<file path="src/hdl/cv3_pkg.sv">
// Shared constants, register indexes and types for the 3x3 convolution unit.
`default_nettype none

package cv3_pkg;

    // Field and register widths
    localparam int OUT_BITS    = 28;
    localparam int WEIGHT_BITS = 16;
    localparam int CFG_IDX_W   = 3;
    localparam int CFG_DATA_W  = 48;
    localparam int DIM_REG_W   = 11;
    localparam int ROW_W       = 11;

    // Input row counter saturates here
    localparam logic [ROW_W-1:0] ROW_MAX = '1;

    // Defaults for the top level parameters
    localparam int DEF_MAX_WIDTH  = 1024;
    localparam int DEF_MAX_HEIGHT = 1024;
    localparam int DEF_PIXEL_BITS = 8;

    // Output queue
    localparam int OFIFO_DEPTH = 8;
    localparam int OFIFO_PTR_W = $clog2(OFIFO_DEPTH);
    localparam int OFIFO_CNT_W = $clog2(OFIFO_DEPTH + 1);

    // Register indexes
    localparam logic [CFG_IDX_W-1:0] REG_FRAME_WIDTH    = 3'd0;
    localparam logic [CFG_IDX_W-1:0] REG_FRAME_HEIGHT   = 3'd1;
    localparam logic [CFG_IDX_W-1:0] REG_WEIGHTS_TOP    = 3'd2;
    localparam logic [CFG_IDX_W-1:0] REG_WEIGHTS_MIDDLE = 3'd3;
    localparam logic [CFG_IDX_W-1:0] REG_WEIGHTS_BOTTOM = 3'd4;

    // Register reset values (middle row: center weight 1.0)
    localparam logic [DIM_REG_W-1:0]  RST_FRAME_WIDTH    = 11'd3;
    localparam logic [DIM_REG_W-1:0]  RST_FRAME_HEIGHT   = 11'd3;
    localparam logic [CFG_DATA_W-1:0] RST_WEIGHTS_TOP    = 48'h0;
    localparam logic [CFG_DATA_W-1:0] RST_WEIGHTS_MIDDLE = 48'h0000_0100_0000;
    localparam logic [CFG_DATA_W-1:0] RST_WEIGHTS_BOTTOM = 48'h0;

    // Control for one window tap
    typedef struct packed {
        logic en;     // pipeline advances
        logic shift;  // a word enters the window row
        logic keep;   // neighbor lies inside the frame
    } cv3_tap_ctl_t;

    // Border keep flags for one output
    typedef struct packed {
        logic top;
        logic bot;
        logic left;
        logic right;
    } cv3_keep_t;

    // Divider status
    typedef struct packed {
        logic busy;
        logic done;
    } cv3_div_stat_t;

    // One result word
    typedef struct packed {
        logic signed [OUT_BITS-1:0] filtered;
        logic                       last;
    } cv3_res_t;

endpackage

`default_nettype wire

</file>
<file path="src/hdl/cv3_div.sv">
// Restoring divider, one quotient bit a cycle, for output row and column recovery.
`default_nettype none

module cv3_div #(
    parameter int DVD_W = 22,
    parameter int DVS_W = 11
) (
    input  wire logic                   clk,
    input  wire logic                   rst_n,
    input  wire logic                   start,
    input  wire logic [DVD_W-1:0]       dividend,
    input  wire logic [DVS_W-1:0]       divisor,
    output cv3_pkg::cv3_div_stat_t      stat,
    output logic      [DVD_W-1:0]       quotient,
    output logic      [DVS_W-1:0]       remainder
);

    import cv3_pkg::*;

    localparam int CNT_W = $clog2(DVD_W + 1);

    logic [DVD_W-1:0] quo_reg;
    logic [DVS_W-1:0] rem_reg;
    logic [DVS_W-1:0] dvs_reg;
    logic [CNT_W-1:0] cnt_reg;
    logic             busy_reg;
    logic             done_reg;

    logic [DVS_W:0]   trial;
    logic [DVS_W:0]   diff;
    logic             qbit;
    logic [DVS_W-1:0] rem_next;
    logic [DVD_W-1:0] quo_next;

    // One trial subtraction
    always_comb
    begin
        trial    = {rem_reg, quo_reg[DVD_W-1]};
        diff     = trial - {1'b0, dvs_reg};
        qbit     = trial >= {1'b0, dvs_reg};
        rem_next = qbit ? diff[DVS_W-1:0] : trial[DVS_W-1:0];
        quo_next = {quo_reg[DVD_W-2:0], qbit};
    end

    // Control
    always_ff @(posedge clk or negedge rst_n)
    begin
        if (!rst_n)
        begin
            busy_reg <= 1'b0;
            done_reg <= 1'b0;
            cnt_reg  <= '0;
        end
        else if (start)
        begin
            busy_reg <= 1'b1;
            done_reg <= 1'b0;
            cnt_reg  <= CNT_W'(DVD_W);
        end
        else if (busy_reg)
        begin
            cnt_reg <= cnt_reg - 1'b1;
            if (cnt_reg == CNT_W'(1))
            begin
                busy_reg <= 1'b0;
                done_reg <= 1'b1;
            end
        end
        else
        begin
            done_reg <= 1'b0;
        end
    end

    // Datapath
    always_ff @(posedge clk)
    begin
        if (start)
        begin
            quo_reg <= dividend;
            rem_reg <= '0;
            dvs_reg <= divisor;
        end
        else if (busy_reg)
        begin
            quo_reg <= quo_next;
            rem_reg <= rem_next;
        end
    end

    assign stat.busy = busy_reg;
    assign stat.done = done_reg;
    assign quotient  = quo_reg;
    assign remainder = rem_reg;

endmodule

`default_nettype wire

</file>
<file path="config.mk">
export PLATFORM = sky130hd
export DESIGN_NAME = cv3_div
export DESIGN_NICKNAME = d
export VERILOG_FILES = /design/src/hdl/cv3_pkg.sv /design/src/hdl/cv3_div.sv
export SDC_FILE = /design/constraint.sdc
export NUM_CORES = 1
export LEC_CHECK = 0
export CAP_MARGIN = 20
export CORE_ASPECT_RATIO = 1.4
export CORE_UTILIZATION = 57
export DETAILED_ROUTE_END_ITERATION = 16
export DONT_BUFFER_PORTS = 1
export PLACE_DENSITY = 0.75
export SLEW_MARGIN = 25
export SYNTH_ARGS = -nofsm -noshare
export SYNTH_HDL_FRONTEND = slang
export SYNTH_SLANG_ARGS = --single-unit
</file>
<file path="constraint.sdc">
create_clock -name clk -period 2.29 [get_ports clk]
set_input_delay 0.458 -clock clk [delete_from_list [all_inputs] [get_ports clk]]
set_output_delay 0.458 -clock clk [all_outputs]
set_load 0.05 [all_outputs]
</file>
* Yosys cells after proc, flatten, opt, wreduce, memory -nomap -nowiden
Index checks and enable logic that the tools add are counted.
** Storage, ports and cells
- Logic and storage cells :: 23
- Input port bits :: 36
- Output and inout port bits :: 35
- Register bits :: 51
** Cells by class
- Multiplexer cells :: 11
- Order comparisons :: 1
- Add/sub/neg operators :: 2
- Reductions and logical operators :: 1
- Equality and inequality tests :: 2
** Operators by type and width (count)
- 22-bit two-way mux :: 2
- 12-bit by 11-bit greater-or-equal comparator with 1-bit output :: 1
- 11-bit two-way mux :: 1
- 11-bit subtractor :: 1
- 5-bit two-way mux :: 2
- 1-bit two-way mux :: 6
- 5-bit by 1-bit == test with 1-bit output, second input constant :: 1
- 5-bit by 1-bit subtractor with 5-bit output, second input constant :: 1
- 3-bit by 2-bit != test with 1-bit output, second input constant :: 1
- 2-bit nonzero test :: 1

* Logic depth before layout (Yosys ltp)
- Depth in word-level cells :: 4
- Mapped depth :: 11

* Worst setup path after synthesis
OpenSTA, ideal clock, no wires.
- Path type :: register to register
- From :: register quo_reg[21] (netlist: quotient[21])
- To :: register rem_reg[4] (netlist: remainder[4])
- Setup slack :: -348 ps
- Arrival time :: 2547 ps
- Cell stages (with the launch flop) :: 11
- Path buffers :: 1
- Data required time :: 2199 ps
- Path through :: edfxtp_1 > inv_1 > ha_1 > fa_1 > and2b_1 > o31a_4 > o21ai_2 > a21o_1 > buf_6 > a211o_1 > a311oi_1
** Between the ends
- Word-level cells in the longest chain between the ends :: 2
** Ends and longest elaborated chain
- start: declaration :: RTL line cv3_div.sv:22 : logic [DVD_W-1:0] quo_reg;
- start signal: assignment :: RTL line cv3_div.sv:80 : quo_reg <= dividend;
- start signal: assignment :: RTL line cv3_div.sv:86 : quo_reg <= quo_next;
- 11-bit subtractor / 12-bit by 11-bit greater-or-equal comparator with 1-bit output (equally long branches) :: RTL line cv3_div.sv:39, cv3_div.sv:40
- 11-bit two-way mux * :: RTL line cv3_div.sv:41 : rem_next = qbit ? diff[DVS_W-1:0] : trial[DVS_W-1:0];
- end signal: assignment :: RTL line cv3_div.sv:87 : rem_reg <= rem_next;
- end: declaration :: RTL line cv3_div.sv:23 : logic [DVS_W-1:0] rem_reg;
Every way passes the cells marked *; elsewhere a longest branch is shown, timed or not.
A chain may end at the register's enable or synchronous reset.

* Final worst setup path
- From :: register dvs_reg[0]
- To :: register rem_reg[10] (netlist: remainder[10])
** Between the ends
- Word-level cells in the longest chain between the ends :: 2
** Ends and longest elaborated chain
- start: declaration :: RTL line cv3_div.sv:24 : logic [DVS_W-1:0] dvs_reg;
- start signal: assignment :: RTL line cv3_div.sv:82 : dvs_reg <= divisor;
- 11-bit subtractor / 12-bit by 11-bit greater-or-equal comparator with 1-bit output (equally long branches) :: RTL line cv3_div.sv:39, cv3_div.sv:40
- 11-bit two-way mux * :: RTL line cv3_div.sv:41
Marked as above.

==> run_results.csv <==
group,metric,value,unit
setup_path,worstPathMaxFanout,5,
setup_path,crit_type,"reg2reg",
clocking,cts_sinks,51,
timing,skew,0.0106,ns
power,power,2.12,mW
floorplan,core,4310,µm²
global_route,grt_pass1_wl,8350,µm
finish,layout_common_cells,"edfxtp_1, buf_4, mux2_2",
timing,worst_slack,-0.0975,ns
timing,holdWs,0.243,ns
clocking,cts_tree,"done",
synth,synth_flop_cell,"edfxtp_1",
finish,utilization,69.8,%
run,drv_cap,0,
timing,slew_violations,0,
synth,synth_cell_types,44,
routing,drt-initial-drc-count,105,
routing,first_pass_iters,4,
power,p_leak,1.24,nW
synth,synth_edf_count,33,
routing,drt-wirelength-per-cell,18.2,µm
synth,syn_area_per_cell,12.1,µm²
clocking,clkTransAtPathRegs,0.09,ns
worst_hold_path,holdPathStages,1,
clocking,numCtsBuffers,5,
floorplan,die-area,4850,µm²
routing,num_vias,1784,
timing,setup_tns,-0.297,ns
setup_path,worstPathRequired,2.53,ns
floorplan,rows,28,
setup_path,cp-end-kind,"register",
clocking,clk_latency,0.30,ns
synth,synth_nets,266,
timing,fin_crit_sh,104,%
placed_design,port-buffer-count,0,
worst_hold_path,hold_class,"in2reg",
synth,synth-async-reset-ratio,13.7,%
timing,slew_headroom,62.0,%
setup_path,startpoint_type,"register",
timing,clock.fmax,0.419,GHz
floorplan,die_width,59.1,µm
routing,viasPerCell,5.87,
synth,syn_area,2600,µm²
placed_design,hpwl,4090,µm
finish,antenna_cells,0,
outcome,status,"finished, violations left",
clocking,ctsRootBufferMaster,"clkbuf_8",
timing,final-hold-violation-count,0,
timing,max_slew.worst_pin.slew,0.568,ns
finish,drive_gt1_share,28.7,%
placed_design,place.gp.congestion,0.979,
finish,final_common_cell,"edfxtp_1",
routing,drc,0,
clocking,cts-htree-levels,2,
setup_path,r2r_cells,9,
finish,finalInstanceArea,3010,µm²
power,p_per_area,704,nW/µm²
synth,synthCells,216,
placed_design,dpl-instance-area,2820,µm²
finish,largest_register_ff_count,22,
global_route,antenna_found_initial,0,
outcome,violations,"setup timing",
timing,rsz0062_at_grt,"true",
global_route,overflow,0,
floorplan,io_pins,71,
timing,finalCriticalPeriod,2.39,ns
global_route,grt_pass1_vias,1854,
global_route,grt_max_degree,49,
finish,finish.net_count,293,
global_route,grt_usage,23.9,%
clocking,clock_path_buffers,2,
floorplan,die_h,82.0,µm
floorplan,start_util,60.5,%
routing,drt_wl_total,5530,µm
finish,fill_cells,327,
power,vdd_ir_drop_max,0.545,mV
setup_path,cp.arrival,2.63,ns
synth,synth_warnings,0,
synth,ys_ff_latch,51,
synth,ys_seq_area_share,53.2,%
routing,postRouteAntennaNets,0,
finish,area_growth,15.5,%
timing,finalSetupViolations,4,
==> synth_stat cells (2+ instances only) <==
| master | count | share of area [%] |
|---|---|---|
| a211oi_1 | 2 | 0.58 |
| a21o_1 | 3 | 0.86 |
| o31ai_1 | 3 | 0.86 |
| o211ai_1 | 2 | 0.58 |
| o21ai_0 | 7 | 1.3 |
| ha_1 | 13 | 6.2 |
| nor2_1 | 16 | 2.3 |
| o21a_1 | 3 | 0.86 |
| mux2_2 | 22 | 9.5 |
| nor3_1 | 2 | 0.38 |
| buf_1 | 2 | 0.29 |
| nand3b_1 | 2 | 0.58 |
| a2111o_1 | 2 | 0.86 |
| xnor2_1 | 6 | 2.0 |
| dfxtp_1 | 11 | 8.5 |
| nor4_1 | 2 | 0.48 |
| nand4_1 | 2 | 0.48 |
| o311a_1 | 2 | 0.77 |
| xor2_1 | 4 | 1.3 |
| clkbuf_1 | 4 | 0.58 |
| a32oi_1 | 4 | 1.3 |
| nand2_1 | 12 | 1.7 |
| buf_4 | 3 | 0.86 |
| a311oi_1 | 2 | 0.67 |
| edfxtp_1 | 33 | 38 |
| inv_1 | 17 | 2.4 |
| dfrtp_1 | 7 | 6.7 |
| a21oi_1 | 6 | 1.2 |
| nand2b_1 | 7 | 1.7 |
==> per-stage QoR <==
step | worst slack [ns] | std cells
detailed placement | -0.119 | 291
floorplan | -0.275 | 216
global placement | -0.0433 | 291
global route | -0.143 | 304
finish | -0.0975 | 304
CTS | -0.0935 | 301
==> area by class of cell <==
cell class / instances / area, µm² / share of cell area [%]
clock buffers: 7 / 76.3 / 2.54
clock inverters: 1 / 30.0 / 0.998
inverters: 17 / 63.8 / 2.12
multi-input cells: 138 / 1140 / 38.0
flip-flops and latches: 51 / 1390 / 46.1
well taps: 60 / 75.1 / 2.49
repair buffers: 30 / 235 / 7.82
==> what timing repair did <==
action / 4_1_cts / 5_1_grt
endpoints found under the hold margin: 7 / 0
setup endpoints to repair: 11 / 9
pin swaps: 2 / 3
hold buffers: 1 / 0
setup buffers: 1 / 3
resized for setup: 4 / 7
==> power by group <==
part / leakage, nW / internal (mW) / total, mW / switching [mW]
registers: 0.510 / 1.06 / 1.24 / 0.179
clock network: 0.0524 / 0.327 / 0.607 / 0.280
logic: 0.683 / 0.132 / 0.273 / 0.141
total: 1.24 / 1.52 / 2.12 / 0.599
==> critical path, stage by stage (launching register included) <==
cell and delay [ns]:
edfxtp_1 0.43, ha_4 0.19, fa_2 0.34, and2b_1 0.24
o31a_4 0.15, o21ai_4 0.05, a21o_4 0.23, buf_6 0.12
or4b_1 0.51, nand2_1 0.07
==> routing by layer <==
layer  track usage, %  share of wire, %  wire length [µm]  up-vias
met4             13.6               4.0               219        0
li1                 -                 -                 -      844
met3             6.46               6.0               333       18
met2             40.0                51              2810       70
met1             27.4                39              2170      852
met5                0                 0                 0        -
==> cell families (layout without fill, tap and decap cells) <==
kind of cell | Yosys count | count (layout) | share of synthesized area [%]
AOI/OAI and AO/OA | 43 | 43 | 12.6
muxes | 23 | 23 | 10.1
adders and majority gates | 14 | 14 | 7.01
buffers and inverters | 27 | 55 | 4.61
and+or+nand+nor | 48 | 48 | 9.13
DFF | 51 | 51 | 53.2
xor gates and xnor gates | 10 | 10 | 3.36
==> final timing paths <==
path | from | to | slack [ns]
max | dvs_reg[0] | remainder[10] | -0.1
min in group asynchronous | rst_n | cnt_reg[2] | 0.49
max in group asynchronous | rst_n | cnt_reg[3] | 1.54
min reg2reg | cnt_reg[1] | cnt_reg[1] | 0.55
max reg2reg | dvs_reg[0] | remainder[10] | -0.1
min | start | remainder[0] | 0.24
No activity file was read; power rests on OpenSTA's default activity.
