--- config.mk ---
export PLATFORM = sky130hd
export DESIGN_NAME = cv3_tap
export DESIGN_NICKNAME = d
export VERILOG_FILES = /design/src/hdl/cv3_pkg.sv /design/src/hdl/cv3_tap.sv
export SDC_FILE = /design/constraint.sdc
export NUM_CORES = 1
export LEC_CHECK = 0
export BUFFER_PORTS_ARGS = -buffer_cell sky130_fd_sc_hd__clkbuf_2
export CAP_MARGIN = 10
export CORE_MARGIN = 2
export CORE_UTILIZATION = 45
export DETAILED_ROUTE_END_ITERATION = 7
export MAX_ROUTING_LAYER = met4
export PLACE_DENSITY = 0.67
export SYNTH_ARGS = -nofsm -noshare
export SYNTH_HDL_FRONTEND = slang
export SYNTH_SLANG_ARGS = --single-unit
export TNS_END_PERCENT = 10
--- constraint.sdc ---
create_clock -name clk -period 6 [get_ports clk]
set_input_delay 0.6 -clock clk [delete_from_list [all_inputs] [get_ports clk]]
set_output_delay 0.6 -clock clk [all_outputs]
set_load 0.1 [all_outputs]
--- src/hdl/cv3_pkg.sv ---
// Shared constants, register indexes and types for the 3x3 convolution unit.
`default_nettype none

package cv3_pkg;

    // Field and register widths
    localparam int OUT_BITS    = 28;
    localparam int WEIGHT_BITS = 16;
    localparam int CFG_IDX_W   = 3;
    localparam int CFG_DATA_W  = 48;
    localparam int DIM_REG_W   = 11;
    localparam int ROW_W       = 11;

    // Input row counter saturates here
    localparam logic [ROW_W-1:0] ROW_MAX = '1;

    // Defaults for the top level parameters
    localparam int DEF_MAX_WIDTH  = 1024;
    localparam int DEF_MAX_HEIGHT = 1024;
    localparam int DEF_PIXEL_BITS = 8;

    // Output queue
    localparam int OFIFO_DEPTH = 8;
    localparam int OFIFO_PTR_W = $clog2(OFIFO_DEPTH);
    localparam int OFIFO_CNT_W = $clog2(OFIFO_DEPTH + 1);

    // Register indexes
    localparam logic [CFG_IDX_W-1:0] REG_FRAME_WIDTH    = 3'd0;
    localparam logic [CFG_IDX_W-1:0] REG_FRAME_HEIGHT   = 3'd1;
    localparam logic [CFG_IDX_W-1:0] REG_WEIGHTS_TOP    = 3'd2;
    localparam logic [CFG_IDX_W-1:0] REG_WEIGHTS_MIDDLE = 3'd3;
    localparam logic [CFG_IDX_W-1:0] REG_WEIGHTS_BOTTOM = 3'd4;

    // Register reset values (middle row: center weight 1.0)
    localparam logic [DIM_REG_W-1:0]  RST_FRAME_WIDTH    = 11'd3;
    localparam logic [DIM_REG_W-1:0]  RST_FRAME_HEIGHT   = 11'd3;
    localparam logic [CFG_DATA_W-1:0] RST_WEIGHTS_TOP    = 48'h0;
    localparam logic [CFG_DATA_W-1:0] RST_WEIGHTS_MIDDLE = 48'h0000_0100_0000;
    localparam logic [CFG_DATA_W-1:0] RST_WEIGHTS_BOTTOM = 48'h0;

    // Control for one window tap
    typedef struct packed {
        logic en;     // pipeline advances
        logic shift;  // a word enters the window row
        logic keep;   // neighbor lies inside the frame
    } cv3_tap_ctl_t;

    // Border keep flags for one output
    typedef struct packed {
        logic top;
        logic bot;
        logic left;
        logic right;
    } cv3_keep_t;

    // Divider status
    typedef struct packed {
        logic busy;
        logic done;
    } cv3_div_stat_t;

    // One result word
    typedef struct packed {
        logic signed [OUT_BITS-1:0] filtered;
        logic                       last;
    } cv3_res_t;

endpackage

`default_nettype wire

--- src/hdl/cv3_tap.sv ---
// One window tap cell: holds a pixel, passes it left, registers its weighted product.
`default_nettype none

module cv3_tap #(
    parameter int PIXEL_BITS = 8
) (
    input  wire logic                                        clk,
    input  wire logic                                        rst_n,
    input  wire cv3_pkg::cv3_tap_ctl_t                       ctl,
    input  wire logic        [PIXEL_BITS-1:0]                pix_in,
    input  wire logic signed [cv3_pkg::WEIGHT_BITS-1:0]      weight,
    output logic             [PIXEL_BITS-1:0]                pix_out,
    output logic signed [cv3_pkg::WEIGHT_BITS+PIXEL_BITS:0]  prod
);

    import cv3_pkg::*;

    localparam int PROD_W = WEIGHT_BITS + PIXEL_BITS + 1;

    logic              [PIXEL_BITS-1:0] pix_reg;
    logic signed       [PROD_W-1:0]     prod_reg;
    logic signed       [PROD_W-1:0]     prod_next;

    // Pixel shift register
    always_ff @(posedge clk or negedge rst_n)
    begin
        if (!rst_n)
        begin
            pix_reg <= '0;
        end
        else if (ctl.en && ctl.shift)
        begin
            pix_reg <= pix_in;
        end
    end

    // Weighted product, zero outside the frame (signed multiply on its own branch)
    always_comb
    begin
        if (ctl.keep)
        begin
            prod_next = weight * $signed({1'b0, pix_reg});
        end
        else
        begin
            prod_next = '0;
        end
    end

    always_ff @(posedge clk)
    begin
        if (ctl.en)
        begin
            prod_reg <= prod_next;
        end
    end

    assign pix_out = pix_reg;
    assign prod    = prod_reg;

endmodule

`default_nettype wire

# Word-level counts from Yosys, hierarchy flattened
# Cells that the tools add are included.
# Widths: inputs -> output; s select.
# totals
ff_bits	33
# op_classes
mul	1
n_reduce_logical	1
# op_table
cell	count
$mul 16x9->25	1
$logic_and 1x1->1	1

# Depth between registers and ports, before layout
# Gate-level depths: netlist of run 1.
# logic_depth
ltp_word	1
depth_mapped	19
mapped_depth_nobuf	17

# Worst setup path after synthesis of run 1
# No wires, ideal clock.
# synth_path
kind	register to register
startpoint	register pix_reg[2] (netlist: pix_out[2])
endpoint	register prod_reg[24] (netlist: prod[24]), data pin
setup_ns	0.255
arrival_time_ns	5.460
t_required_ns	5.745
path_slack_ns	0.285
path_stages_with_launch	18
n_path_buf	2
path_cell_list	dfrtp_1 -> clkbuf_1 -> clkbuf_1 -> nand2_1 -> fa_1 -> inv_1 -> fa_1 -> inv_1 -> fa_1 -> fa_1 -> inv_1 -> ha_1 -> a21oi_1 -> nor2_1 -> a2111o_1 -> a211oi_2 -> o21ai_0 -> and3b_1
# synth_between
elab_chain_len	1
# synth_rtl
element	line	source
from (decl)	cv3_tap.sv:20	logic [PIXEL_BITS-1:0] pix_reg;
from (signal assigned)	cv3_tap.sv:33	pix_reg <= pix_in;
$mul 16x9->25	cv3_tap.sv:42	prod_next = weight * $signed({1'b0, pix_reg});
to (signal assigned)	cv3_tap.sv:54	prod_reg <= prod_next;
to (decl)	cv3_tap.sv:21	logic signed [PROD_W-1:0] prod_reg;
# No other way between the ends.
# A chain may end at the register's enable or synchronous reset.

# Final worst setup path of run 1
# layout_path
startpoint	register pix_reg[0] (netlist: pix_out[0])
endpoint	register prod_reg[24] (netlist: prod[24]), data pin
# The elaborated chain is that of the path after synthesis.

==> metrics.txt, run 1 <==
Die Width=119 um; Post-synth ARST share=24.2%; cells after synthesis=628; Setup CP Type=reg -> reg; Initial Util=46.5%; # setup viols final=0; Setup Skew=5.94 ps; EDFF count, synth=25; vias in the first global route=4776; status=finished clean; via count=4291; Rows=41; postcts setup bufs=0; GRT overflow=0; CP max stage cell=fa_1; Chip Height=119 um; number of max-cap violations=0; clk sinks=33; Period Utilization, post-route=91.7%; WL final=12.1 mm; post-synth cell types=48; die area=0.0141 sq mm; Crit path top cell by count=fa_1; crit path max fanout=18; largest net degree at the start of global routing=27; sequential element share of the synthesized area=16.0%; CTS H-tree depth=2; via density per instance=5.03; Initial DRC Count=231; YS warnings=0; Avg Cell Area, Syn=9.46 sq um; first-pass GRT wire length=21.8 mm; CTS buffer count=5; worst-margin pin slew=771 ps; n_diodes=0; Clk pin slew, worst setup/hold paths=60 ps; Min Clock Period, post-route=5500 ps; leading cell types by count after synthesis=148 x inv_1, 102 x fa_1, 85 x and2_1, 71 x nand2_1, 50 x ha_1; Final Max Tran Viols=0; Slew headroom=48.6%; PortBufs=61; most numerous cell in the Yosys netlist=inv_1; post-DP HPWL=10.3 mm; worst skew pair latency=280 ps; Post-Syn Area=0.00594 sq mm; synth top area cells=fa_1 34%, edfxtp_1 13%, ha_1 11%; routability cong.=0.852; Synth top area share=34.4%; Synth Flop Type=edfxtp_1; Critical Path RT=6040 ps; Ports=62; hold slack final=160 ps; CP delay by family, top=adder cells; root buffer cell=clkbuf_16; setup TNS=0 ps; synthesized flop and latch total=33; Remaining DRCs=0; core box area=0.0128 sq mm; routed length per instance=14.2 um; Critical Path Source Type=flop; Final Net Count=861; hold crit path type=in -> async; Bufs and invs on worst path=3; CTS tree=done; max incr delay on CP=720 ps; dpl cell area=0.00638 sq mm; layout cell share with drive strength beyond 1=12.8%; crit end category=flop; Final ANT Viol Nets=0; Final Hold Fails=0; Fmax=182 MHz; Post-Layout Inst Area=0.00655 sq mm; crit-path cells=nand2_1, fa_1, inv_1, fa_1, inv_1, fa_1, fa_1, inv_1, ha_1, a21oi_1, nor2_1, a2111o_1, a211oi_2, o21ai_0, and3b_1; total global-route track usage=19.4%; Worst Path Arrival=5540 ps; synthesis-to-finish area growth=10.2%; max FFs per register=25; Mapped Nets=809; post-CTS sizing=0; cts hold-fix bufs=0; initial antenna violation count=0; reg2reg setup slack=500 ps; DRT Pass-1 Iters=5; RSZ-0062 raised after global routing=false; Synth area leader=fa_1; CTS max path bufs=2
cell usage in the layout (no fill, tap or decap), drive strengths merged:
master,Yosys,final
a2111o,1,1
a2111oi,1,1
a211oi,2,2
a21boi,2,2
a21o,10,10
a21oi,18,18
a221oi,1,1
a311oi,1,1
a31oi,5,5
and2,85,85
and3,4,4
and3b,1,1
bufinv,0,1
clkbuf,13,67
clkinv,0,1
dfrtp,8,8
edfxtp,25,25
fa,102,102
ha,50,50
inv,148,148
mux2,8,8
mux2i,5,5
nand2,72,72
nand2b,5,5
nand3,1,1
nand3b,1,1
nand4,4,4
nor2,14,14
nor2b,2,2
nor3,3,3
o211ai,1,1
o21ai,9,9
o21bai,1,1
o221a,1,1
o22ai,1,1
o31ai,1,1
o41ai,1,1
or2,1,1
xnor2,10,10
xor2,7,7
final cells by class:
| cell class | count | area [sq um] |
|---|---|---|
| well taps | 172 | 215 |
| clock buffers | 6 | 129 |
| inverters | 148 | 556 |
| repair buffers | 61 | 305 |
| multi-input cells | 431 | 4360 |
| fillers | 1166 | 6230 |
| flip-flops and latches | 33 | 951 |
| clock inverters | 2 | 33.8 |
final timing paths:
check,endpoint,cells past startpoint,from
worst max register to register,prod[24],15,pix_out[0]
min in group clk,pix_out[3],2,pix_in[3]
worst max-delay path,prod[24],15,pix_out[0]
worst min register to register,pix_out[7],1,pix_out[7]
worst min-delay path,pix_out[3],1,rst_n
max in group asynchronous,pix_out[0],1,rst_n
stage by stage:
step                      setup slack, ps  util, %  std cells
after floorplan                       285        -        628
after global placement                713     50.0        845
after detailed placement              525     50.0        845
after CTS                             512     51.2        853
after global routing                  178     51.2        853
final                                 499     51.2        853
layer usage:
layer / up-vias / GRT usage [%] / part of all wire [%]
li1: 2010 / - / -
met1: 2174 / 21.4 / 39
met2: 88 / 38.0 / 56
met3: 19 / 1.82 / 3.0
met4: 0 / 3.35 / 1.5
met5: - / - / 0
kinds of logic after synthesis:
kind of cell / after synthesis / share of synthesized area, %
AO/OA/AOI/OAI: 56 / 6.82
XOR/XNOR: 17 / 2.51
adder cells (fa/ha/maj): 152 / 44.9
buffers and inverters: 164 / 10.7
flip-flops: 33 / 16.0
multiplexers: 13 / 2.36
AND/OR/NAND/NOR: 193 / 16.7
Power of run 1 is not shown: default switching activity piles up to over one toggle a cycle in this logic, so the estimate is an artifact.
==> inputs of run 2 (changes only) <==
PLACE_DENSITY = not set   (was 0.67)
PLACE_DENSITY_LB_ADDON = 0.05   (was not set)
==> run 2 against run 1 <==
Utilization is 0.24 points higher. Hold slack gained 2.0 ps. Global-route usage is 1.4 points higher. Sequential cell count unchanged. Clock skew increased by 4.2 ps. Via count down 1.5%. Register-to-register slack improved by 140 ps. Critical path type unchanged. Critical endpoint unchanged. Largest cell class unchanged. Highest routed layer unchanged.
==> metrics.txt, run 2 (synthesis gave the netlist of run 1 again) <==
status=finished clean; routed length per instance=15.5 um; DRT Pass-1 Iters=5; M3 GR Usage=2.44%; postcts setup bufs=0; Period Utilization, post-route=89.3%; PortBufs=61; max incr delay on CP=660 ps; total global-route track usage=20.9%; Chip Height=119 um; Min Clock Period, post-route=5360 ps; CP delay by family, top=adder cells; commonest non-fill, non-tap cell in the layout=inv_1; GRT overflow=0; Slew headroom=52.0%; WL final=13.3 mm; vias in the first global route=4569; Die Width=119 um; post-DP HPWL=11.1 mm; die area=0.0141 sq mm; Placed Cells=849; crit path max fanout=11; CTS H-tree depth=2; Remaining DRCs=0; synthesis-to-finish area growth=10.7%; Crit path top cell by count=fa_1; Filler cells=1209; via density per instance=4.93; routing usage on met1=25.4%; core box area=0.0128 sq mm; worst skew pair latency=280 ps; grt met2 use=37.9%; Rows=41; reg2reg setup slack=640 ps; Bufs and invs on worst path=3; Finished Layout Cells=857; Fmax=187 MHz; Final Net Count=865; Initial Util=46.5%; Reg2Reg Capture Point=prod[24]; # setup viols final=0; clk sinks=33; via count=4227; routability cong.=0.908; crit end category=flop; Critical Path Source Type=flop; Clk pin slew, worst setup/hold paths=60 ps; cts hold-fix bufs=0; Final Max Tran Viols=0; CP max stage cell=fa_1; CTS buffer count=5; first-pass GRT wire length=22.7 mm; most frequent cells in the layout=148 x inv_1, 102 x fa_1, 85 x and2_1; Setup CP Type=reg -> reg; number of max-cap violations=0; RSZ-0062 raised after global routing=false; Final Hold Fails=0; Initial DRC Count=265; Reg2Reg Depth=15; hold crit path type=in -> async; n_diodes=0; layout cell share with drive strength beyond 1=13.3%; initial antenna violation count=0; Final ANT Viol Nets=0; CTS tree=done; worst-margin pin slew=720 ps; GR peak layer=met2; CTS max path bufs=2; root buffer cell=clkbuf_16; largest net degree at the start of global routing=27; Worst Path Arrival=5390 ps; hold slack final=162 ps; Critical Path RT=6040 ps; setup TNS=0 ps; Setup Skew=10.1 ps; reg-to-reg startpoint=pix_out[1]; crit-path cells=nand2_1, fa_1, inv_1, fa_1, inv_1, fa_1, fa_1, inv_1, ha_1, a21oi_1, nor2_1, a2111o_1, a211oi_2, o21ai_0, and3b_1; max FFs per register=25; Ports=62; post-CTS sizing=0
==> run 2: final cells by class <==
class	count	area [sq um]	area share (%)
Timing Repair Buffer	65	335	5.10
Tap cell	172	215	3.27
Multi-Input combinational cell	431	4360	66.2
Clock buffer	6	129	1.96
Clock inverter	2	33.8	0.514
Sequential cell	33	951	14.5
Inverter	148	556	8.45
==> run 2: through the flow <==
stage	setup WS [ps]	area [sq um]	utilization, %
floorplan	285	5940	-
global placement	741	6410	50.2
detailed placement	568	6410	50.2
CTS	672	6580	51.5
global route	364	6580	51.5
finish	642	6580	51.5
==> run 2: worst max path at each step <==
stage	cells after the start	from	endpoint
2_1_floorplan	17	pix_out[2]	prod[24]
3_3_place_gp	16	weight[15]	prod[24]
3_5_place_dp	16	weight[15]	prod[24]
4_1_cts	15	pix_out[1]	prod[24]
5_1_grt	15	pix_out[1]	prod[24]
6_report	15	pix_out[1]	prod[24]
==> run 2: per-layer routing <==
layer,wire length [um],up-vias
li1,-,2021
met1,5720,2125
met2,7090,71
met3,365,10
met4,115,0
met5,0,-
Power of run 2 is left out for the same reason.
==> inputs of run 3 (changes only) <==
CORE_ASPECT_RATIO = 0.7   (was not set)
CTS_BUF_LIST = sky130_fd_sc_hd__clkbuf_4 sky130_fd_sc_hd__clkbuf_8 sky130_fd_sc_hd__clkbuf_16   (was not set)
==> run 3 against run 2 <==
Routed wire length up 0.79%. Global-route usage rose by 0.41 points. Clock-buffer cell count did not move. Via count increased by 0.99%. Clock skew barely moved.
==> metrics.txt, run 3 (synthesis gave the netlist of run 1 again) <==
setup TNS=0 ps; layout cell share with drive strength beyond 1=13.3%; Fmax=186 MHz; routability cong.=0.877; CTS buffer count=5; Worst Path Arrival=5420 ps; hold slack final=145 ps; crit end category=flop; Critical Path Source Type=flop; Ports=62; Period Utilization, post-route=89.7%; reg-to-reg startpoint=pix_out[2]; RSZ-0062 raised after global routing=false; Remaining DRCs=0; PortBufs=61; routed length per instance=15.8 um; # setup viols final=0; CTS H-tree depth=2; commonest non-fill, non-tap cell in the layout=inv_1; Rows=35; number of max-cap violations=0; n_diodes=0; Final ANT Viol Nets=0; dpl cell area=0.00640 sq mm; hold crit path type=in -> async; Placed Cells=842; initial antenna violation count=0; Initial Util=45.7%; Initial DRC Count=160; post-CTS sizing=0; CTS max path bufs=2; Crit path top cell by count=fa_1; Final Net Count=864; via count=4269; vias in the first global route=4730; die area=0.0142 sq mm; Clk pin slew, worst setup/hold paths=60 ps; via density per instance=5.02; Min Clock Period, post-route=5380 ps; Post-Layout Inst Area=0.00657 sq mm; largest net degree at the start of global routing=27; Reg2Reg Depth=15; core box area=0.0130 sq mm; Chip Height=100 um; max FFs per register=25; reg2reg setup slack=620 ps; clk sinks=33; cts hold-fix bufs=0; DRT Pass-1 Iters=4; crit-path cells=nand2_1, fa_1, inv_1, fa_1, inv_1, fa_1, fa_1, inv_1, ha_1, a21oi_1, nor2_1, a2111o_1, a211oi_2, o21ai_0, and3b_1; Finished Layout Cells=850; CTS tree=done; post-DP HPWL=11.2 mm; Setup Skew=10.4 ps; total global-route track usage=21.3%; root buffer cell=clkbuf_16; most frequent cells in the layout=148 x inv_1, 102 x fa_1, 85 x and2_1; first-pass GRT wire length=22.8 mm; Final Hold Fails=0; Final Max Tran Viols=0; worst-margin pin slew=741 ps; max incr delay on CP=740 ps; GRT overflow=0; status=finished clean; postcts setup bufs=0; CP max stage cell=dfrtp_1; worst skew pair latency=290 ps; Die Width=141 um; WL final=13.4 mm; crit path max fanout=18; Reg2Reg Capture Point=prod[24]; synthesis-to-finish area growth=10.5%; Critical Path RT=6040 ps; Setup CP Type=reg -> reg; Slew headroom=50.6%
run 3: cell count changes in the layout (fill, tap and decap cells not counted), sizes merged:
cell | before | now
buf | 4 | 3
run 3: how the worst max path moves through the flow:
stage / start / endpoint
2_1_floorplan: pix_out[2] / prod[24]
3_3_place_gp: weight[15] / prod[24]
3_5_place_dp: weight[15] / prod[24]
4_1_cts: pix_out[2] / prod[24]
5_1_grt: pix_out[2] / prod[24]
6_report: pix_out[2] / prod[24]
run 3: area by class of cell:
type                    count  area [sq um]
repair buffers             64           328
multi-input cells         431          4360
inverters                 148           556
fillers                  1222          6440
clock inverters             2          33.8
well taps                 166           208
flip-flops and latches     33           951
clock buffers               6           133
run 3: routing by layer:
metal	share of wire, %	GRT usage (%)	vias up	wire length (um)
met3	3.0	2.96	20	404
li1	-	-	2031	-
met5	0	-	-	0
met2	50	37.9	62	6660
met4	1.6	4.92	0	218
met1	46	25.9	2156	6120
run 3: critical path, delay by kind of cell (launching register included):
family | cells | cell delay [ps]
fa+ha+maj | 5 | 2650
compound gates | 4 | 1040
flops | 1 | 740
simple gates | 3 | 420
buf+inv | 3 | 280
run 3: metrics by stage:
stage | setup WS (ps) | util, %
after floorplan | 285 | -
after global placement | 738 | 49.2
after detailed placement | 542 | 49.2
after CTS | 624 | 50.5
after global routing | 270 | 50.5
final | 620 | 50.5
Power of run 3 is left out for the same reason.
