**src/hdl/cv3_pkg.sv**
```systemverilog
// Shared constants, register indexes and types for the 3x3 convolution unit.
`default_nettype none

package cv3_pkg;

    // Field and register widths
    localparam int OUT_BITS    = 28;
    localparam int WEIGHT_BITS = 16;
    localparam int CFG_IDX_W   = 3;
    localparam int CFG_DATA_W  = 48;
    localparam int DIM_REG_W   = 11;
    localparam int ROW_W       = 11;

    // Input row counter saturates here
    localparam logic [ROW_W-1:0] ROW_MAX = '1;

    // Defaults for the top level parameters
    localparam int DEF_MAX_WIDTH  = 1024;
    localparam int DEF_MAX_HEIGHT = 1024;
    localparam int DEF_PIXEL_BITS = 8;

    // Output queue
    localparam int OFIFO_DEPTH = 8;
    localparam int OFIFO_PTR_W = $clog2(OFIFO_DEPTH);
    localparam int OFIFO_CNT_W = $clog2(OFIFO_DEPTH + 1);

    // Register indexes
    localparam logic [CFG_IDX_W-1:0] REG_FRAME_WIDTH    = 3'd0;
    localparam logic [CFG_IDX_W-1:0] REG_FRAME_HEIGHT   = 3'd1;
    localparam logic [CFG_IDX_W-1:0] REG_WEIGHTS_TOP    = 3'd2;
    localparam logic [CFG_IDX_W-1:0] REG_WEIGHTS_MIDDLE = 3'd3;
    localparam logic [CFG_IDX_W-1:0] REG_WEIGHTS_BOTTOM = 3'd4;

    // Register reset values (middle row: center weight 1.0)
    localparam logic [DIM_REG_W-1:0]  RST_FRAME_WIDTH    = 11'd3;
    localparam logic [DIM_REG_W-1:0]  RST_FRAME_HEIGHT   = 11'd3;
    localparam logic [CFG_DATA_W-1:0] RST_WEIGHTS_TOP    = 48'h0;
    localparam logic [CFG_DATA_W-1:0] RST_WEIGHTS_MIDDLE = 48'h0000_0100_0000;
    localparam logic [CFG_DATA_W-1:0] RST_WEIGHTS_BOTTOM = 48'h0;

    // Control for one window tap
    typedef struct packed {
        logic en;     // pipeline advances
        logic shift;  // a word enters the window row
        logic keep;   // neighbor lies inside the frame
    } cv3_tap_ctl_t;

    // Border keep flags for one output
    typedef struct packed {
        logic top;
        logic bot;
        logic left;
        logic right;
    } cv3_keep_t;

    // Divider status
    typedef struct packed {
        logic busy;
        logic done;
    } cv3_div_stat_t;

    // One result word
    typedef struct packed {
        logic signed [OUT_BITS-1:0] filtered;
        logic                       last;
    } cv3_res_t;

endpackage

`default_nettype wire

```
**src/hdl/cv3_ofifo.sv**
```systemverilog
// Output queue of result words between the filter pipeline and the result channel.
`default_nettype none

module cv3_ofifo (
    input  wire logic                              clk,
    input  wire logic                              rst_n,
    input  wire logic                              push,
    input  wire cv3_pkg::cv3_res_t                 wr_word,
    input  wire logic                              stall,
    output logic                                   valid,
    output cv3_pkg::cv3_res_t                      rd_word,
    output logic      [cv3_pkg::OFIFO_CNT_W-1:0]   count
);

    import cv3_pkg::*;

    cv3_res_t               mem_reg [OFIFO_DEPTH];
    logic [OFIFO_PTR_W-1:0] wr_ptr_reg;
    logic [OFIFO_PTR_W-1:0] rd_ptr_reg;
    logic [OFIFO_CNT_W-1:0] count_reg;
    logic                   pop;

    assign pop = (count_reg != '0) && !stall;

    // Storage
    always_ff @(posedge clk)
    begin
        if (push)
        begin
            mem_reg[wr_ptr_reg] <= wr_word;
        end
    end

    // Pointers and fill count
    always_ff @(posedge clk or negedge rst_n)
    begin
        if (!rst_n)
        begin
            wr_ptr_reg <= '0;
            rd_ptr_reg <= '0;
            count_reg  <= '0;
        end
        else
        begin
            if (push)
            begin
                wr_ptr_reg <= wr_ptr_reg + 1'b1;
            end
            if (pop)
            begin
                rd_ptr_reg <= rd_ptr_reg + 1'b1;
            end
            case ({push, pop})
                2'b10:   count_reg <= count_reg + 1'b1;
                2'b01:   count_reg <= count_reg - 1'b1;
                default: count_reg <= count_reg;
            endcase
        end
    end

    assign valid   = count_reg != '0;
    assign rd_word = mem_reg[rd_ptr_reg];
    assign count   = count_reg;

endmodule

`default_nettype wire

```
**config.mk**
```make
export PLATFORM = sky130hd
export DESIGN_NAME = cv3_ofifo
export DESIGN_NICKNAME = d
export VERILOG_FILES = /design/src/hdl/cv3_pkg.sv /design/src/hdl/cv3_ofifo.sv
export SDC_FILE = /design/constraint.sdc
export NUM_CORES = 1
export LEC_CHECK = 0
export ABC_AREA = 1
export CAP_MARGIN = 20
export CORE_UTILIZATION = 30
export DETAILED_ROUTE_END_ITERATION = 7
export DONT_BUFFER_PORTS = 1
export GPL_TIMING_DRIVEN = 0
export PLACE_DENSITY_LB_ADDON = 0.1
export SYNTH_ARGS = -nofsm -noshare
export SYNTH_HDL_FRONTEND = slang
export SYNTH_SLANG_ARGS = --single-unit
export TNS_END_PERCENT = 50
```
**constraint.sdc**
```tcl
create_clock -name clk -period 4.01 [get_ports clk]
set_input_delay 0.2005 -clock clk [delete_from_list [all_inputs] [get_ports clk]]
set_output_delay 0.2005 -clock clk [all_outputs]
set_load 0.05 [all_outputs]
```
* After elaboration in Yosys (flattened, before gate mapping)
Memory sizes are Yosys's and may differ from the RTL's.
Cells that the tools add are included.
** Word-level totals
- Register bits after elaboration :: 10
- Bits in writable memories :: 232
- Input bits :: 33
- Output and inout bits :: 34
- Word-level logic and storage cells :: 17
- Memories :: 1
** Operators by class
- Add/subtract/negate cells :: 4
- Eq/ne operators :: 2
- Muxes and demuxes :: 3
- Reduce and logical (&&, ||, !) cells :: 4
** Memory list
- mem_reg :: depth 8, bits a word 29, read ports 1, clocked after memory_dff 0, write ports 1, line cv3_ofifo.sv:17 : cv3_res_t mem_reg [OFIFO_DEPTH];
** Operators with widths (count)
- one-hot mux 4 bit (2 select lines) :: 1
- adder 3 x 1 -> 3 bit, second input constant :: 2
- adder 4 x 1 -> 4 bit, second input constant :: 1
- nonzero test 4 bit :: 1
- subtractor 4 x 1 -> 4 bit, second input constant :: 1
- equality test 2 x 1 -> 1 bit, second input constant :: 1
- equality test 2 bit, second input constant :: 1
- two-way mux 1 bit :: 2
- nonzero test 2 bit :: 1
- logical AND 1 bit :: 1
- logical NOT 1 bit :: 1

* Logic depth before layout (Yosys ltp)
Gate-level depths: netlist of the first run.
- Depth after elaboration :: 4
- Mapped depth :: 13
- Mapped depth without buffers :: 13

* Worst setup path before layout of the first run
Ideal clock, no wire load.
- Path kind :: register -> register
- Start :: register count_reg[1], in the netlist count[1]
- End :: register count_reg[2], in the netlist count[2]
- Library setup time :: 0.128 ns
- Data arrival time :: 2.423 ns
- Required time :: 3.882 ns
- Path slack :: 1.459 ns
- Stages on the path, launching flop included :: 13
- Path buffers :: 0
- Clock period less this slack :: 2.551 ns
- Path through :: dfrtp_1 inv_1 nand3_1 nand2_1 inv_1 ha_1 inv_1 nand2_1 nand2_1 ha_1 a21oi_1 xor2_1 o21ai_0
** Between the ends
- Longest elaborated chain between the ends :: 4
- Elaborated cells on any way between the ends :: 8
- Those cells by class :: 2 x add/sub; 2 x eq/ne; 1 x mux; 3 x reduce/logical
** RTL lines
- from (decl) :: line cv3_ofifo.sv:20 : logic [OFIFO_CNT_W-1:0] count_reg;
- from (signal assigned) :: line cv3_ofifo.sv:54 : 2'b10: count_reg <= count_reg + 1'b1;
- from (signal assigned) :: line cv3_ofifo.sv:55 : 2'b01: count_reg <= count_reg - 1'b1;
- from (signal assigned) :: line cv3_ofifo.sv:56 : default: count_reg <= count_reg;
- nonzero test 4 bit *
- via valid :: line cv3_ofifo.sv:10 : output logic valid,
- logical AND 1 bit * :: line cv3_ofifo.sv:23 : assign pop = (count_reg != '0) && !stall;
- equality test 2 x 1 -> 1 bit or equality test 2 bit (tied branches) :: line cv3_ofifo.sv:53 : case ({push, pop})
- one-hot mux 4 bit (2 select lines) or nonzero test 2 bit (tied branches)
Mark *: on every way through the listed nets, which the timed path passes. The rest lies on a longest branch.
A chain may end at the register's enable or synchronous reset.

* Final worst setup path of the first run
Same ends and word-level chain as after synthesis.

==> results of run 1 <==
-- final cells by class --
cell class | instances | area [sq um]
clock inverter | 13 | 88.84
timing repair buffer | 40 | 510.5
fill | 3114 | 20110
inverter | 14 | 57.56
sequential | 242 | 7217
multi-input combinational | 492 | 2215
tap | 402 | 503.0
clock buffer | 36 | 752.0
buffer | 44 | 267.8
-- what timing repair did --
action / 4_1_cts / 5_1_grt
hold buffers: 32 / 0
gates resized for setup: 0 / 0
setup endpoints to repair: 0 / 0
hold endpoints to repair: 247 / 0
-- cells by family after synthesis --
kind of cell / share of synthesized area
AOI/OAI and AO/OA: 0.09187
xor gates and xnor gates: 0.005419
adders and majority gates: 0.006452
buffers and inverters: 0.03355
DFF: 0.7443
and+or+nand+nor: 0.1185
-- worst paths after layout --
path / from / to / slack (ns) / cells after the start
max reg2reg: count[1] / count[2] / 1.07 / 12
min reg2reg: wr_ptr_reg[0] / wr_ptr_reg[0] / 0.53 / 2
max in group asynchronous: rst_n / rd_ptr_reg[0] / 3.56 / 1
min: rst_n / count[3] / 0.08 / 1
max: count[1] / count[2] / 1.07 / 12
min in group clk: push / mem_reg[1][1] / 0.28 / 2
-- where the power goes --
group | switching [mW] | leakage (nW) | internal (mW) | total, mW
logic | 2.98 | 1.37 | 0.862 | 3.85
registers | 0.171 | 2.23 | 3.08 | 3.25
clock network | 0.969 | 0.409 | 1.37 | 2.34
total | 4.12 | 4.00 | 5.31 | 9.44
-- worst max-delay path, cell delays in order, from the launching register on --
cell and delay (ns):
dfrtp_1 0.69, inv_1 0.18, nand3_1 0.49, nand2_1 0.23
inv_1 0.20, ha_1 0.24, inv_1 0.05, nand2_1 0.05
nand2_1 0.08, ha_1 0.20, a21oi_1 0.15, xor2_1 0.16
o21ai_0 0.09
-- per-layer routing --
layer	global-route usage	share of wire	up-vias
li1	-	-	2927
met1	0.2145	0.46	3008
met2	0.2708	0.47	153
met3	0.02587	0.049	41
met4	0.04373	0.021	0
met5	0	0	-
-- cell usage in the layout, fill, tap and decap left out, types with 6 or more instances in the layout --
master,netlist,final
edfxtp_1,232,232
nor2_1,185,177
nand2_1,112,112
o21ai_1,93,93
o21ai_0,84,84
dlygate4sd3_1,0,32
clkbuf_16,0,29
clkbuf_1,16,23
inv_1,13,13
buf_2,11,11
dfrtp_1,10,10
nor2_4,0,8
buf_6,7,7
clkinv_1,0,6
==> flow_metrics.tcl, run 1 <==
set metrics [dict create \
    outcome "complete, no violations" \
    yosysMostFrequentCell "edfxtp_1" \
    drive_gt1_frac 0.09194 \
    rsz0062_at_grt "false" \
    synthDistinctLibCells 23 \
    critPathLaunchType "flip-flop" \
    vias_per_cell 4.777 \
    antenna_found_initial 0 \
    min_period_ns 2.938 \
    grt_overflow 0 \
    dieArea_sq_mm 0.03305 \
    final.setup.worst_slack_ns 1.072 \
    finalSetupViolCount 0 \
    pwr_density_cell_mw_per_mm2 812.7 \
    wirelength_um 25970 \
    synth_area_leader_cell "edfxtp_1" \
    diodes 0 \
    cts_buffers 28 \
    fin_crit_sh 0.7327 \
    leakage_nw 4.002 \
    finalPower_mw 9.436 \
    hold_viol_final 0 \
    worst_clock_skew_ns 0.01675 \
    synth_common_cells "edfxtp_1, nor2_1, nand2_1, o21ai_1, o21ai_0" \
    wire_per_inst_um 20.24 \
    grt_pass1_vias 6225 \
    fin_nets 900 \
    peakVddDrop_v 0.0003580 \
    slew_headroom 0.4574 \
    worst_slew_pin_slew_ns 0.8139 \
    drt_first_iter_violations 429 \
    yosysWarnings 0 \
    dp_cells 1202 \
    num_io_pins 67 \
    synth_edf_count 232 \
    syn_avg_cell_area_sq_um 12.24 \
    whs_ns 0.08349 \
    path_clk_slew_ns 0.06 \
    portBuffers 0 \
    core_area_sq_mm 0.03172 \
    row_count 65 \
    ys_seq_elements 242 \
    die_y_um 181.8 \
    pre_cts_ws_ns 1.125 \
    die_w_um 181.8 \
    crit_type "flip-flop to flip-flop" \
    clock.fmax_ghz 0.3403 \
    dp_hpwl_um 16180 \
    cts_buffer_depth 3 \
    grt_max_degree 23 \
    clk_latency_ns 0.54 \
    setup_tns_ns 0 \
    placed_area_sq_mm 0.01045 \
    grt_use_total 0.1608 \
    largest_register_ffs 232 \
    cp.required_ns 4.42 \
    fin_util 0.3661 \
    post_cts_buffers 0 \
    final_area_sq_mm 0.01161 \
    synthArstFlopShare 0.04132 \
    synthTopCellsByArea "edfxtp_1, nor2_1, o21ai_1" \
    synth_flop_cell "edfxtp_1" \
    synth_seq_area_share 0.7443 \
    max_cap_viol_count 0 \
    firstDrtPassIters 4 \
    clock_sinks 242 \
    synth_nets 830 \
    route.detailed.drc 0 \
    root_buffer "clkbuf_16" \
    endpoint_kind "flip-flop" \
    flow.area_growth_from_synthesis_pct 19.74 \
    hold_path_class "input pin to async pin" \
    grt_first_pass_wirelength_um 39250 \
    netlist_instances 792 \
    num_vias 6129 \
    h-tree-depth 1 \
    detail-route-antenna-nets 0 \
    final_cells 1283 \
    initial_core_util 0.3057 \
    synth_top_area_share 0.7185 \
    slew_violations 0 \
    crit_fanout 4 \
    gp_congestion 0.7280 \
    cp.arrival_ns 3.35 \
    mappedNetlistArea_sq_mm 0.009697 \
    cts_tree "yes" \
]
Power figures use the tool's default switching activity.
==> inputs of run 2 (changes only) <==
--- a/config.mk
+++ b/config.mk
@@ -5,7 +5,7 @@
 export SDC_FILE = /design/constraint.sdc
 export NUM_CORES = 1
 export LEC_CHECK = 0
-export ABC_AREA = 1
+export ABC_AREA = 0
 export CAP_MARGIN = 20
 export CORE_UTILIZATION = 30
 export DETAILED_ROUTE_END_ITERATION = 7
==> constraint.sdc (replaced) <==
create_clock -name clk -period 2.45 [get_ports clk]
set_input_delay 0.1225 -clock clk [delete_from_list [all_inputs] [get_ports clk]]
set_output_delay 0.1225 -clock clk [all_outputs]
set_load 0.05 [all_outputs]
==> flow_metrics.tcl, run 2 <==
set metrics [dict create \
    rsz0062_at_grt "true" \
    worst_clock_skew_ns 0.007890 \
    fin_nets 503 \
    die_y_um 178.3 \
    wirelength_um 19770 \
    grt_max_degree 23 \
    cp.required_ns 2.84 \
    min_period_ns 2.567 \
    slew_headroom 0.2575 \
    cts_buffer_depth 3 \
    dp_cells 796 \
    n_fill_cell 2807 \
    core_area_sq_mm 0.03059 \
    outcome "finished with violations" \
    antenna_found_initial 1 \
    final.setup.worst_slack_ns -0.1172 \
    synth_common_cells "edfxtp_1, mux4_2, mux2_2, dfrtp_1, mux2_4" \
    leakage_nw 3.689 \
    pre_cts_ws_ns -0.6234 \
    synthTopCellsByArea "edfxtp_1, mux4_2, dfrtp_1" \
    drive_gt1_frac 0.3642 \
    path_clk_slew_ns 0.06 \
    vias_per_cell 4.636 \
    cts_tree "yes" \
    finalSetupViolCount 2 \
    max_cap_viol_count 0 \
    endpoint_kind "flip-flop" \
    row_count 64 \
    clock_sinks 242 \
    fin_util 0.3770 \
    grt_pass1_vias 4534 \
    synth_edf_count 232 \
    clock.fmax_ghz 0.3895 \
    crit_fanout 7 \
    synth_flop_cell "edfxtp_1" \
    seqCellArea_sq_mm 0.007224 \
    whs_ns -0.05177 \
    dieArea_sq_mm 0.03178 \
    die_w_um 178.3 \
    grt_overflow 0 \
    synth_area_leader_cell "edfxtp_1" \
    wire_per_inst_um 22.38 \
    worst_slew_pin_slew_ns 1.114 \
    root_buffer "clkbuf_16" \
    fin_crit_sh 1.048 \
    clk_latency_ns 0.52 \
    route.detailed.drc 0 \
    setup_tns_ns -0.1540 \
    num_vias 4094 \
    netlist_instances 390 \
    multi_input_area_sq_mm 0.002106 \
    cp.arrival_ns 2.96 \
    crit_type "flip-flop to flip-flop" \
    flow.area_growth_from_synthesis_pct 23.72 \
    yosysMostFrequentCell "edfxtp_1" \
    hold_viol_final 2 \
    h-tree-depth 1 \
    num_io_pins 67 \
    dp_hpwl_um 11830 \
    pwr_density_cell_mw_per_mm2 1327 \
    critPathLaunchType "flip-flop" \
    violations "hold timing, setup timing" \
    cts_buffers 28 \
    ys_seq_elements 242 \
    mappedNetlistArea_sq_mm 0.009321 \
    portBuffers 0 \
    final_cells 883 \
    initial_core_util 0.3047 \
    largest_register_ffs 232 \
    synthArstFlopShare 0.04132 \
    yosysWarnings 0 \
    synth_top_area_share 0.7474 \
    gp_congestion 0.6613 \
    drt_first_iter_violations 300 \
    rrSetupSlack_ns -0.12 \
    synth_nets 428 \
    hold_buffers 32 \
    synth_seq_area_share 0.7742 \
    synthDistinctLibCells 25 \
    detail-route-antenna-nets 0 \
    mostFrequentLayoutCells "edfxtp_1, mux4_2, dlygate4sd3_1" \
    grt_first_pass_wirelength_um 29580 \
    grt_use_total 0.1306 \
    firstDrtPassIters 4 \
    peakVddDrop_v 0.0005061 \
    hold_path_class "input pin to flip-flop" \
    slew_violations 0 \
    syn_avg_cell_area_sq_um 23.90 \
    mostFrequentLayoutCell "edfxtp_1" \
]
## run 2: cell count changes after synthesis, moves of 8 or more
cell	before	now
nor2_1	185	7
mux2_4	0	10
mux4_2	0	58
mux2_2	0	22
o21ai_1	93	0
inv_1	13	1
clkbuf_1	16	8
o21ai_0	84	0
nand2_1	112	4
## run 2: kinds of logic (layout without fill, tap and decap cells)
| group | count (synthesis) | in the layout | synth area share |
|---|---|---|---|
| AOI/OAI and AO/OA | 2 | 2 | 0.001476 |
| xor gates and xnor gates | 9 | 9 | 0.008456 |
| adders and majority gates | 5 | 5 | 0.006711 |
| buffers and inverters | 18 | 114 | 0.01235 |
| DFF | 242 | 242 | 0.7742 |
| muxes | 90 | 90 | 0.1828 |
| other | 0 | 1 | 0 |
| and+or+nand+nor | 24 | 24 | 0.01396 |
## run 2: area by class of cell
class	instances	share of cell area
flip-flops and latches	242	0.6265
multi-input cells	130	0.1826
clock buffers	34	0.06455
repair buffers	46	0.05143
well taps	396	0.04296
clock inverters	17	0.01790
plain buffers	16	0.01356
inverters	1	0.0003255
diodes	1	0.0002170
## run 2: what timing repair did
| action | CTS | global route |
|---|---|---|
| pin swaps | 5 | 4 |
| buffers inserted | 2 | 3 |
| resized for setup | 26 | 6 |
| endpoints found under the hold margin | 248 | 2 |
| endpoints found under the setup margin | 33 | 21 |
## run 2: per-stage QoR
| step | hold WS [ns] | cell area [sq um] | total power [mW] |
|---|---|---|---|
| 4_1_cts | -0.05361 | 11490 | 15.58 |
| 5_1_grt | -0.04361 | 11530 | 16.02 |
| 2_1_floorplan | -0.1731 | 9331 | 9.794 |
| 3_3_place_gp | -0.1719 | 9827 | 10.84 |
| 6_report | -0.05177 | 11530 | 15.30 |
| 3_5_place_dp | -0.1720 | 10130 | 11.12 |
## run 2: critical path: stages (launching register included)
cell and delay (ns):
dfrtp_4 0.59, or4_4 0.67, nor2b_4 0.20, ha_4 0.17, xor2_2 0.15, ha_2 0.18, a21oi_2 0.11, xor2_1 0.16
nor2_1 0.07, xor2_1 0.14
## run 2: worst paths after layout
check                               from             to  cells past startpoint
hold / removal                     stall  rd_ptr_reg[0]                      3
setup / recovery                count[1]       count[2]                      9
min in group asynchronous          rst_n  wr_ptr_reg[0]                      1
hold reg to reg            wr_ptr_reg[0]  wr_ptr_reg[0]                      1
max in group asynchronous          rst_n       count[1]                      1
setup reg to reg                count[1]       count[2]                      9
## run 2: power breakdown
part,switching [mW],total (mW),internal [mW]
clock,1.56,4.23,2.67
combinational,3.42,5.48,2.06
sequential,0.369,5.60,5.23
total,5.35,15.3,9.95
## run 2: metal layers
metal / global-route usage / wire [um]
met5: 0 / 0
met1: 0.1652 / 8194
met4: 0.03319 / 423
met3: 0.03090 / 1044
met2: 0.2247 / 10100
